[src/hdl/iur_pkg.sv]
// Package for the image update receiver: request, result and status codes,
// transaction payload structs, and the byte-wide reflected CRC-32 step.
// No dependencies.
package iur_pkg;

	localparam logic [31:0] CRC_POLY = 32'hedb88320;
	localparam logic [31:0] CRC_INIT = 32'hffffffff;
	localparam logic [31:0] PART_SIZE_RESET = 32'd1048576;
	localparam int unsigned CFG_ADDR_W = 3;

	typedef enum logic [2:0] {
		REQ_BEGIN  = 3'd0,
		REQ_HEADER = 3'd1,
		REQ_BYTE   = 3'd2,
		REQ_VERIFY = 3'd3,
		REQ_BOOT   = 3'd4,
		REQ_ENTER  = 3'd5
	} req_t;

	typedef enum logic [2:0] {
		OP_OPEN  = 3'd0,
		OP_DATA  = 3'd1,
		OP_CHECK = 3'd2,
		OP_BOOT  = 3'd3,
		OP_ENTRY = 3'd4
	} op_t;

	typedef enum logic [2:0] {
		CODE_OK        = 3'd0,
		CODE_BAD_STATE = 3'd1,
		CODE_RANGE     = 3'd2,
		CODE_ORDER     = 3'd3,
		CODE_CRC       = 3'd4
	} code_t;

	// register indexes on the configuration port
	localparam logic REG_PART_SIZE = 1'b0;

	typedef struct packed {
		logic [2:0]  req_type;
		logic [31:0] image_size;
		logic [31:0] expected_crc;
		logic [31:0] chunk_offset;
		logic [7:0]  chunk_len;
		logic [7:0]  data_byte;
	} iur_in_t;

	typedef struct packed {
		logic [2:0]  op;
		logic [2:0]  code;
		logic [31:0] value;
		logic        boot_now;
	} iur_out_t;

	// fold one byte into a reflected CRC-32, LSB first
	function automatic logic [31:0] crc_fold(input logic [31:0] crc, input logic [7:0] b);
		logic [31:0] c;
		c = crc ^ {24'd0, b};
		for (int k = 0; k < 8; k++) begin
			c = (c >> 1) ^ (CRC_POLY & {32{c[0]}});
		end
		return c;
	endfunction

endpackage

[src/hdl/image_update_receiver_crc32.sv]
// Image update receiver top level: input register, request decode and
// state update, result register, APB configuration register.
// Depends on iur_pkg.
//
// One request transaction is accepted per cycle while in_stall is low. A
// request is captured in the input register at acceptance, then decoded and
// applied to the transfer state; its result (if any) is captured in the
// result register, which drives out_valid. Data bytes fold through an
// unrolled eight-bit CRC step, so streaming runs at one byte per cycle while
// no stalled result holds the input. in_stall rises only while the input
// register holds a request and a result held in the output register is
// stalled. partition_size sits at byte address 0 of the APB port, resets to
// 1 MiB and must be written only while the block is idle (not enforced).
module image_update_receiver_crc32 #(
	parameter logic [31:0] PART_SIZE_INIT = iur_pkg::PART_SIZE_RESET
) (
	input  logic                            clk,
	input  logic                            arst_n,
	input  logic                            in_valid,
	output logic                            in_stall,
	input  iur_pkg::iur_in_t                in_data,
	output logic                            out_valid,
	input  logic                            out_stall,
	output iur_pkg::iur_out_t               out_data,
	input  logic                            psel,
	input  logic                            penable,
	input  logic                            pwrite,
	input  logic [iur_pkg::CFG_ADDR_W-1:0]  paddr,
	input  logic [31:0]                     pwdata,
	output logic [31:0]                     prdata,
	output logic                            pready
);
	import iur_pkg::*;

	logic [31:0] part_size_q;

	logic        valid_s1;
	iur_in_t     item_s1;

	logic        active_q;
	logic        chosen_q;
	logic [31:0] ann_size_q;
	logic [31:0] count_q;
	logic [31:0] want_crc_q;
	logic [31:0] crc_q;
	logic [7:0]  pending_q;

	logic        active_d;
	logic        chosen_d;
	logic [31:0] ann_size_d;
	logic [31:0] count_d;
	logic [31:0] want_crc_d;
	logic [31:0] crc_d;
	logic [7:0]  pending_d;

	logic        res_valid;
	iur_out_t    res;
	logic        out_valid_q;
	iur_out_t    out_data_q;

	logic        advance;
	logic        reg_sel;
	logic [32:0] chunk_end;

	// configuration port
	assign pready  = 1'b1;
	assign reg_sel = paddr[CFG_ADDR_W-1];
	assign prdata  = (reg_sel == REG_PART_SIZE) ? part_size_q : 32'd0;

	always_ff @(posedge clk or negedge arst_n) begin
		if (!arst_n) begin
			part_size_q <= PART_SIZE_INIT;
		end else if (psel && penable && pwrite && pready && reg_sel == REG_PART_SIZE) begin
			part_size_q <= pwdata;
		end
	end

	// hold the input register while a stalled result blocks the output register
	assign advance  = !out_valid_q || !out_stall;
	assign in_stall = valid_s1 && !advance;

	always_ff @(posedge clk or negedge arst_n) begin
		if (!arst_n) begin
			valid_s1 <= 1'b0;
		end else if (!in_stall) begin
			valid_s1 <= in_valid;
		end
	end

	always_ff @(posedge clk) begin
		if (!in_stall && in_valid) begin
			item_s1 <= in_data;
		end
	end

	assign chunk_end = {1'b0, item_s1.chunk_offset} + {25'd0, item_s1.chunk_len};

	always_comb begin
		active_d   = active_q;
		chosen_d   = chosen_q;
		ann_size_d = ann_size_q;
		count_d    = count_q;
		want_crc_d = want_crc_q;
		crc_d      = crc_q;
		pending_d  = pending_q;
		res_valid  = 1'b0;
		res        = '0;
		case (item_s1.req_type)
			REQ_BEGIN: begin
				active_d   = 1'b0;
				chosen_d   = 1'b0;
				ann_size_d = '0;
				count_d    = '0;
				want_crc_d = '0;
				crc_d      = '0;
				pending_d  = '0;
				res_valid  = 1'b1;
				res.op     = OP_OPEN;
				if (item_s1.image_size == 32'd0 || item_s1.image_size > part_size_q) begin
					res.code  = CODE_RANGE;
					res.value = part_size_q;
				end else begin
					active_d   = 1'b1;
					chosen_d   = 1'b1;
					ann_size_d = item_s1.image_size;
					want_crc_d = item_s1.expected_crc;
					crc_d      = CRC_INIT;
					res.code   = CODE_OK;
					res.value  = item_s1.image_size;
				end
			end
			REQ_HEADER: begin
				res_valid = 1'b1;
				res.op    = OP_DATA;
				if (!active_q || pending_q != 8'd0) begin
					res.code = CODE_BAD_STATE;
				end else if (item_s1.chunk_offset != count_q) begin
					res.code  = CODE_ORDER;
					res.value = count_q;
				end else if (chunk_end > {1'b0, ann_size_q}) begin
					res.code = CODE_RANGE;
				end else if (item_s1.chunk_len == 8'd0) begin
					res.code  = CODE_OK;
					res.value = count_q;
				end else begin
					// chunk admitted: acknowledge after its last byte
					res_valid = 1'b0;
					pending_d = item_s1.chunk_len;
				end
			end
			REQ_BYTE: begin
				// drop bytes with no admitted chunk
				if (pending_q != 8'd0) begin
					crc_d     = crc_fold(crc_q, item_s1.data_byte);
					count_d   = count_q + 32'd1;
					pending_d = pending_q - 8'd1;
					if (pending_q == 8'd1) begin
						res_valid = 1'b1;
						res.op    = OP_DATA;
						res.code  = CODE_OK;
						res.value = count_d;
					end
				end
			end
			REQ_VERIFY: begin
				res_valid = 1'b1;
				res.op    = OP_CHECK;
				if (!active_q || count_q != ann_size_q) begin
					res.code  = CODE_BAD_STATE;
					res.value = count_q;
				end else if (~crc_q != want_crc_q) begin
					active_d = 1'b0;
					res.code = CODE_CRC;
				end else begin
					res.code  = CODE_OK;
					res.value = want_crc_q;
				end
			end
			REQ_BOOT: begin
				res_valid = 1'b1;
				res.op    = OP_BOOT;
				if (!chosen_q) begin
					res.code = CODE_BAD_STATE;
				end else begin
					res.code     = CODE_OK;
					res.boot_now = 1'b1;
				end
			end
			REQ_ENTER: begin
				res_valid = 1'b1;
				res.op    = OP_ENTRY;
				res.code  = CODE_OK;
			end
			default: begin
				res_valid = 1'b0;
			end
		endcase
	end

	always_ff @(posedge clk or negedge arst_n) begin
		if (!arst_n) begin
			active_q   <= 1'b0;
			chosen_q   <= 1'b0;
			ann_size_q <= '0;
			count_q    <= '0;
			want_crc_q <= '0;
			crc_q      <= '0;
			pending_q  <= '0;
		end else if (valid_s1 && advance) begin
			active_q   <= active_d;
			chosen_q   <= chosen_d;
			ann_size_q <= ann_size_d;
			count_q    <= count_d;
			want_crc_q <= want_crc_d;
			crc_q      <= crc_d;
			pending_q  <= pending_d;
		end
	end

	always_ff @(posedge clk or negedge arst_n) begin
		if (!arst_n) begin
			out_valid_q <= 1'b0;
		end else if (advance) begin
			out_valid_q <= valid_s1 && res_valid;
		end
	end

	always_ff @(posedge clk) begin
		if (advance && valid_s1 && res_valid) begin
			out_data_q <= res;
		end
	end

	assign out_valid = out_valid_q;
	assign out_data  = out_data_q;

	// a pending chunk always fits inside the announced image
	assert property (@(posedge clk) disable iff (!arst_n)
		pending_q != 8'd0 |-> active_q &&
			({1'b0, count_q} + {25'd0, pending_q} <= {1'b0, ann_size_q}))
		else $error("pending chunk runs past the announced image");

	assert property (@(posedge clk) disable iff (!arst_n)
		out_valid_q && out_data_q.boot_now |->
			out_data_q.op == OP_BOOT && out_data_q.code == CODE_OK)
		else $error("boot_now raised on a result other than a successful boot");

	assert property (@(posedge clk) disable iff (!arst_n)
		in_stall |-> valid_s1 && out_valid_q && out_stall)
		else $error("input stalled without a blocked result");

	assert property (@(posedge clk) disable iff (!arst_n)
		valid_s1 && !advance |=> valid_s1 && $stable(item_s1))
		else $error("held request lost while the result register was blocked");

endmodule
[config.mk]
export PLATFORM = sky130hd
export DESIGN_NAME = image_update_receiver_crc32
export DESIGN_NICKNAME = d
export VERILOG_FILES = /design/src/hdl/iur_pkg.sv /design/src/hdl/image_update_receiver_crc32.sv
export SDC_FILE = /design/constraint.sdc
export NUM_CORES = 1
export LEC_CHECK = 0
export BUFFER_PORTS_ARGS = -buffer_cell sky130_fd_sc_hd__buf_2
export CAP_MARGIN = 20
export CORE_UTILIZATION = 48
export DETAILED_ROUTE_END_ITERATION = 10
export GPL_TIMING_DRIVEN = 0
export MAX_ROUTING_LAYER = met4
export PLACE_DENSITY = 0.68
export REMOVE_ABC_BUFFERS = 1
export SLEW_MARGIN = 20
export SYNTH_ARGS = -nofsm -noshare
export SYNTH_HDL_FRONTEND = slang
export SYNTH_SLANG_ARGS = --single-unit
[constraint.sdc]
create_clock -name clk -period 17.9 [get_ports clk]
set_input_delay 1.79 -clock clk [delete_from_list [all_inputs] [get_ports clk]]
set_output_delay 1.79 -clock clk [all_outputs]
set_load 0.005 [all_outputs]
Word level (Yosys, flattened, before mapping)

Index checks and enable logic that the tools add are counted.

Flip-flop bits (word level): 326
Bits of input ports: 157
Output and inout port bits: 74
Word-level logic and storage cells: 122

Add/subtract/negate cells: 3
Order comparisons: 2
Eq/ne operators: 16
Muxes and demuxes: 41
Bitwise operators: 11
Reduce and logical (&&, ||, !) cells: 29

Operator list:

| kind                                          | number |
|---|---|
| two-way mux 32 bit                            | 10 |
| bitwise XOR 31 x 32 -> 32 bit                 | 8 |
| one-hot mux 32 bit (2 select lines)           | 2 |
| one-hot mux 32 bit (4 select lines)           | 1 |
| inequality test 32 bit                        | 3 |
| two-way mux 36 bit                            | 2 |
| two-way mux 35 bit                            | 2 |
| two-way mux 8 bit                             | 5 |
| one-hot mux 6 bit (6 select lines)            | 1 |
| two-way mux 34 bit                            | 1 |
| adder 32 x 8 -> 33 bit                        | 1 |
| greater-than comparator 33 x 32 -> 1 bit      | 1 |
| adder 32 x 1 -> 32 bit, second input constant | 1 |
| greater-than comparator 32 bit                | 1 |
| logical NOT 32 bit                            | 1 |
| NOT 32 bit                                    | 1 |
| bitwise XOR 32 x 8 -> 32 bit                  | 1 |
| one-hot mux 8 bit (3 select lines)            | 1 |
| inequality test 2 bit, second input constant  | 7 |
| two-way mux 1 bit                             | 11 |
| == test 8 x 1 -> 1 bit, second input constant | 1 |
| logical AND 1 bit                             | 8 |
| logical NOT 8 bit                             | 1 |
| nonzero test 8 bit                            | 1 |
| other kinds (19)                              | 30 |

Logic depth before layout (Yosys ltp)

Depth after elaboration: 11
Depth in mapped cells: 22

Least setup slack after synthesis

No wires, ideal clock.

Kind: register to register
Start: register item_s1[17] (netlist bit)
End: register out_data_q, in the netlist out_data[0], enable pin
Setup time: 0.502 ns
Arrival: 6.606 ns
Setup slack: 10.792 ns
Stages on the path, launching flop included: 19
Path through: edfxtp_1 ha_1 a21o_1 a21oi_1 nor2b_1 nor4_1 o31ai_1 and2_1 clkbuf_1 nand4_1 xnor2_1 ha_1 nand3_1 nor2_1 a2111oi_0 o22a_1 or2_2 a31o_2 a221oi_1

Longest elaborated chain between the ends: 7
Elaborated cells between the ends (all ways): 8

Ends and longest elaborated chain:

| element                                  | RTL line                           | source |
|---|---|---|
| start, declared                          | image_update_receiver_crc32.sv:38  | `iur_in_t item_s1;` |
| start signal, assigned                   | image_update_receiver_crc32.sv:92  | `item_s1 <= in_data;` |
| adder 32 x 8 -> 33 bit                   | image_update_receiver_crc32.sv:96  | `assign chunk_end = {1'b0, item_s1.chunk_offset} + {25'd0, item_s1.chunk_len};` |
| greater-than comparator 33 x 32 -> 1 bit | image_update_receiver_crc32.sv:140 | `end else if (chunk_end > {1'b0, ann_size_q}) begin` |
| two-way mux 1 bit                        | image_update_receiver_crc32.sv:140 |  |
| two-way mux 1 bit (*)                    | image_update_receiver_crc32.sv:137 | `end else if (item_s1.chunk_offset != count_q) begin` |
| two-way mux 1 bit (*)                    | image_update_receiver_crc32.sv:135 | `if (!active_q \|\| pending_q != 8'd0) begin` |
| one-hot mux 1 bit (3 select lines) (*)   | image_update_receiver_crc32.sv:108 | `case (item_s1.req_type)` |
| logical AND 1 bit (*)                    | image_update_receiver_crc32.sv:229 | `if (advance && valid_s1 && res_valid) begin` |
| end signal, assigned                     | image_update_receiver_crc32.sv:230 | `out_data_q <= res;` |
| end, declared                            | image_update_receiver_crc32.sv:59  | `iur_out_t out_data_q;` |

Every way passes the cells marked *; elsewhere a longest branch is shown, timed or not.
A chain may end at the register's enable or synchronous reset.

==> run_summary.xml <==
<?xml version="1.0" encoding="UTF-8"?>
<metrics>
  <group name="route">
    <metric name="routed_wirelength" unit="µm">57800</metric>
    <metric name="drc" unit="">0</metric>
    <metric name="vias_after_detailed_routing" unit="">15000</metric>
    <metric name="wire_per_inst" unit="µm">23.0</metric>
    <metric name="drt.antenna.violating_nets" unit="">0</metric>
    <metric name="detailedRoute.firstIterationViolations" unit="">1612</metric>
    <metric name="vias_per_cell" unit="">5.96</metric>
    <metric name="drt_first_pass_iters" unit="">6</metric>
  </group>
  <group name="setup_path">
    <metric name="worst_setup_path_start_kind" unit="">register</metric>
    <metric name="worst_ep_required_time" unit="ns">18.14</metric>
    <metric name="timing.critical_path.fanout_max" unit="">29</metric>
    <metric name="timing.reg2reg.setup_slack" unit="ns">12.01</metric>
    <metric name="timing.setup.critical_path_class" unit="">reg2reg</metric>
    <metric name="endpoint_kind" unit="">register</metric>
    <metric name="timing.critical_path.arrival" unit="ns">6.13</metric>
  </group>
  <group name="floorplanning">
    <metric name="fp.coreArea" unit="µm²">37600</metric>
    <metric name="width_of_the_die" unit="µm">197</metric>
    <metric name="fp.dieH" unit="µm">197</metric>
    <metric name="initial_utilization" unit="%">48.6</metric>
    <metric name="floorplan.io_pins" unit="">231</metric>
    <metric name="rows" unit="">71</metric>
    <metric name="die_area" unit="µm²">38800</metric>
  </group>
  <group name="sta">
    <metric name="fin_setup_tns" unit="ns">0</metric>
    <metric name="max_freq" unit="MHz">170</metric>
    <metric name="layout_min_cycle_time" unit="ns">5.89</metric>
    <metric name="timing.max_slew.rel_slack" unit="%">25.6</metric>
    <metric name="worst_slew_pin_slew" unit="ns">1.11</metric>
    <metric name="setup_repair_after_global_routing_missed_its_margin" unit="">false</metric>
    <metric name="hold_slack" unit="ns">0.518</metric>
    <metric name="post-route-period-util" unit="%">32.9</metric>
    <metric name="finalMaxSlewViolations" unit="">0</metric>
    <metric name="timing.final.hold_violations" unit="">0</metric>
    <metric name="finalClockSkew" unit="ns">0.0195</metric>
    <metric name="timing.final.setup_violations" unit="">0</metric>
  </group>
  <group name="clock_tree">
    <metric name="clock_latency" unit="ns">0.56</metric>
    <metric name="cts_post_setup_buffers_inserted" unit="">0</metric>
    <metric name="cts.root.buffer_cell" unit="">clkbuf_16</metric>
    <metric name="cts_hold_repair.buffers" unit="">0</metric>
    <metric name="ctsResizeCount" unit="">0</metric>
    <metric name="clock_sink_count" unit="">326</metric>
    <metric name="cts-buffers-inserted" unit="">39</metric>
    <metric name="htree_num_levels" unit="">2</metric>
    <metric name="worst_setup_hold_path_clk_slew" unit="ns">0.06</metric>
    <metric name="tritoncts" unit="">built</metric>
    <metric name="clock_tree_buf_depth" unit="">3</metric>
  </group>
  <group name="final_layout">
    <metric name="areaGrowthSynthToFinish" unit="%">17.0</metric>
    <metric name="layout_commonest_cell" unit="">buf_2</metric>
    <metric name="final_net_count" unit="">2202</metric>
    <metric name="final_layout_size_suffix_gt1_share" unit="%">19.4</metric>
    <metric name="finalInstanceArea" unit="µm²">21400</metric>
    <metric name="most-common-layout-cells" unit="">buf_2 (226), nand2_1 (224), dfrtp_1 (171)</metric>
  </group>
  <group name="power_and_ir_drop">
    <metric name="total_power_divided_by_cell_area" unit="nW/µm²">132</metric>
    <metric name="p_leak" unit="nW">8.75</metric>
    <metric name="irDropWorstVdd" unit="V">0.0000915</metric>
  </group>
  <group name="yosys">
    <metric name="yosysUniqueCellTypes" unit="">77</metric>
    <metric name="synth_area_leaders" unit="">edfxtp_1 (25%), dfrtp_1 (23%), xnor2_1 (7.0%)</metric>
    <metric name="synthFlopType" unit="">dfrtp_1</metric>
    <metric name="synthesis.area" unit="µm²">18300</metric>
    <metric name="async_reset_ff_share" unit="%">52.8</metric>
    <metric name="synth_top_cell_area_share" unit="%">25.3</metric>
    <metric name="cell_taking_the_most_area_after_synthesis" unit="">edfxtp_1</metric>
    <metric name="synthesis.instances" unit="">1790</metric>
    <metric name="synth_sequential_area_ratio" unit="%">48.9</metric>
    <metric name="synth_edf_count" unit="">154</metric>
    <metric name="ys.warnings.count" unit="">0</metric>
    <metric name="ys_ff_latch" unit="">326</metric>
    <metric name="syn_avg_cell_area" unit="µm²">10.2</metric>
  </group>
  <group name="placement">
    <metric name="routabilityCongestion" unit="">0.986</metric>
    <metric name="portBuffers" unit="">227</metric>
    <metric name="dp_hpwl" unit="µm">43300</metric>
    <metric name="detailed_place.area" unit="µm²">20000</metric>
  </group>
  <group name="min_path">
    <metric name="worst_hold_path_type" unit="">reg2reg</metric>
  </group>
  <group name="global_routing">
    <metric name="first_global_vias" unit="">14400</metric>
    <metric name="grt_start_max_net_pins" unit="">92</metric>
    <metric name="antenna_found_initial" unit="">2</metric>
    <metric name="groute.usage.overall" unit="%">31.0</metric>
    <metric name="first_pass_grt_wire_length" unit="µm">87700</metric>
    <metric name="overflow" unit="">0</metric>
  </group>
  <group name="run">
    <metric name="max_cap_viol_count" unit="">0</metric>
  </group>
  <group name="run_status">
    <metric name="outcome" unit="">finished, final reports clean</metric>
  </group>
</metrics>
kinds of logic after synthesis:
logic type                 Yosys count  synth area share (%)
and+or+nand+nor                    572                  15.5
adders and majority gates           76                  5.25
muxes                               37                  2.26
AOI/OAI and AO/OA                  385                  14.1
buffers and inverters              192                  4.24
xor gates and xnor gates           201                  9.73
other                                1                0.0205
DFF                                326                  48.9
report_power, final:
part	switching (W)	total [W]	internal, W
Sequential	0.000171	0.00110	0.000927
Combinational	0.000488	0.000879	0.000391
Clock	0.000327	0.000846	0.000519
per-stage QoR:
| stage | utilization [%] | setup slack (ns) | total power (W) | instances |
|---|---|---|---|---|
| floorplan | - | 10.82 | 0.00168 | 1683 |
| global placement | 52.1 | 8.02 | 0.00194 | 2421 |
| detailed placement | 53.2 | 12.02 | 0.00197 | 2439 |
| CTS | 56.8 | 12.01 | 0.00282 | 2510 |
| global route | 56.8 | 11.57 | 0.00297 | 2511 |
| finish | 56.8 | 12.01 | 0.00282 | 2511 |
synth_stat cells (11+ instances only):
library cell  number
nand2_1          224
dfrtp_1          171
edfxtp_1         154
xnor2_1          146
o21ai_0          145
clkbuf_1          90
inv_1             85
ha_1              75
nor2_1            74
nand3_1           61
a21oi_1           58
xor2_1            54
nand4_1           37
mux2_2            33
nor3_1            33
o31ai_1           26
nor4_1            24
nor3b_1           21
and3_1            20
o211ai_1          19
a31oi_1           16
a221o_1           15
and2_1            14
o311ai_0          13
and4_1            12
or4_1             12
a22o_1            11
buf_2             11
routing by layer:
| metal | wire, µm | share of wire, % | global-route usage [%] |
|---|---|---|---|
| met1 | 24300 | 42 | 41.4 |
| met2 | 27000 | 47 | 48.0 |
| met3 | 4140 | 7.2 | 3.99 |
| met4 | 2340 | 4.0 | 12.4 |
| met5 | 0 | 0 | - |
final timing paths:
check | start | endpoint | cells past startpoint
min in group asynchronous | arst_n | crc_q[19] | 2
min | item_s1[52] | want_crc_q[4] | 2
max | item_s1[17] | out_data[30] | 18
max in group asynchronous | arst_n | ann_size_q[18] | 3
min reg2reg | item_s1[52] | want_crc_q[4] | 2
max reg2reg | item_s1[17] | out_data[30] | 18
critical path: stages (launching register included):
cell	delay [ns]
edfxtp_1	0.45
ha_1	0.31
a21o_1	0.10
a21oi_1	0.09
nor2b_1	0.17
nor4_1	0.10
o31ai_1	0.57
and2_1	0.41
nand4_1	0.16
xnor2_1	0.15
ha_1	0.29
nand3_1	0.12
nor4_1	0.69
o21ai_0	0.19
a31oi_1	0.28
nor2b_1	0.12
a41o_2	0.54
a221oi_1	0.55
o21ai_0	0.27
final cells by class:
cell class              count  area (µm²)
multi-input cells        1272        8640
clock buffers              53        1100
diodes                      1        2.50
flip-flops and latches    326        8930
repair buffers            245        1470
well taps                 511         639
inverters                  85         319
clock inverters            18         253
fillers                  3258       16200
registers in the layout (all words and copies together) (netlist names):
| register | cells |
|---|---|
| active_q | 1 |
| crc_q | 32 |
| pending_q | 8 |
| part_size_q | 32 |
| want_crc_q | 32 |
| count_q | 32 |
| chosen_q | 1 |
| out_data | 39 |
| ann_size_q | 32 |
| valid_s1 | 1 |
| out_valid | 1 |
| item_s1 | 115 |
Power figures use the tool's default switching activity.
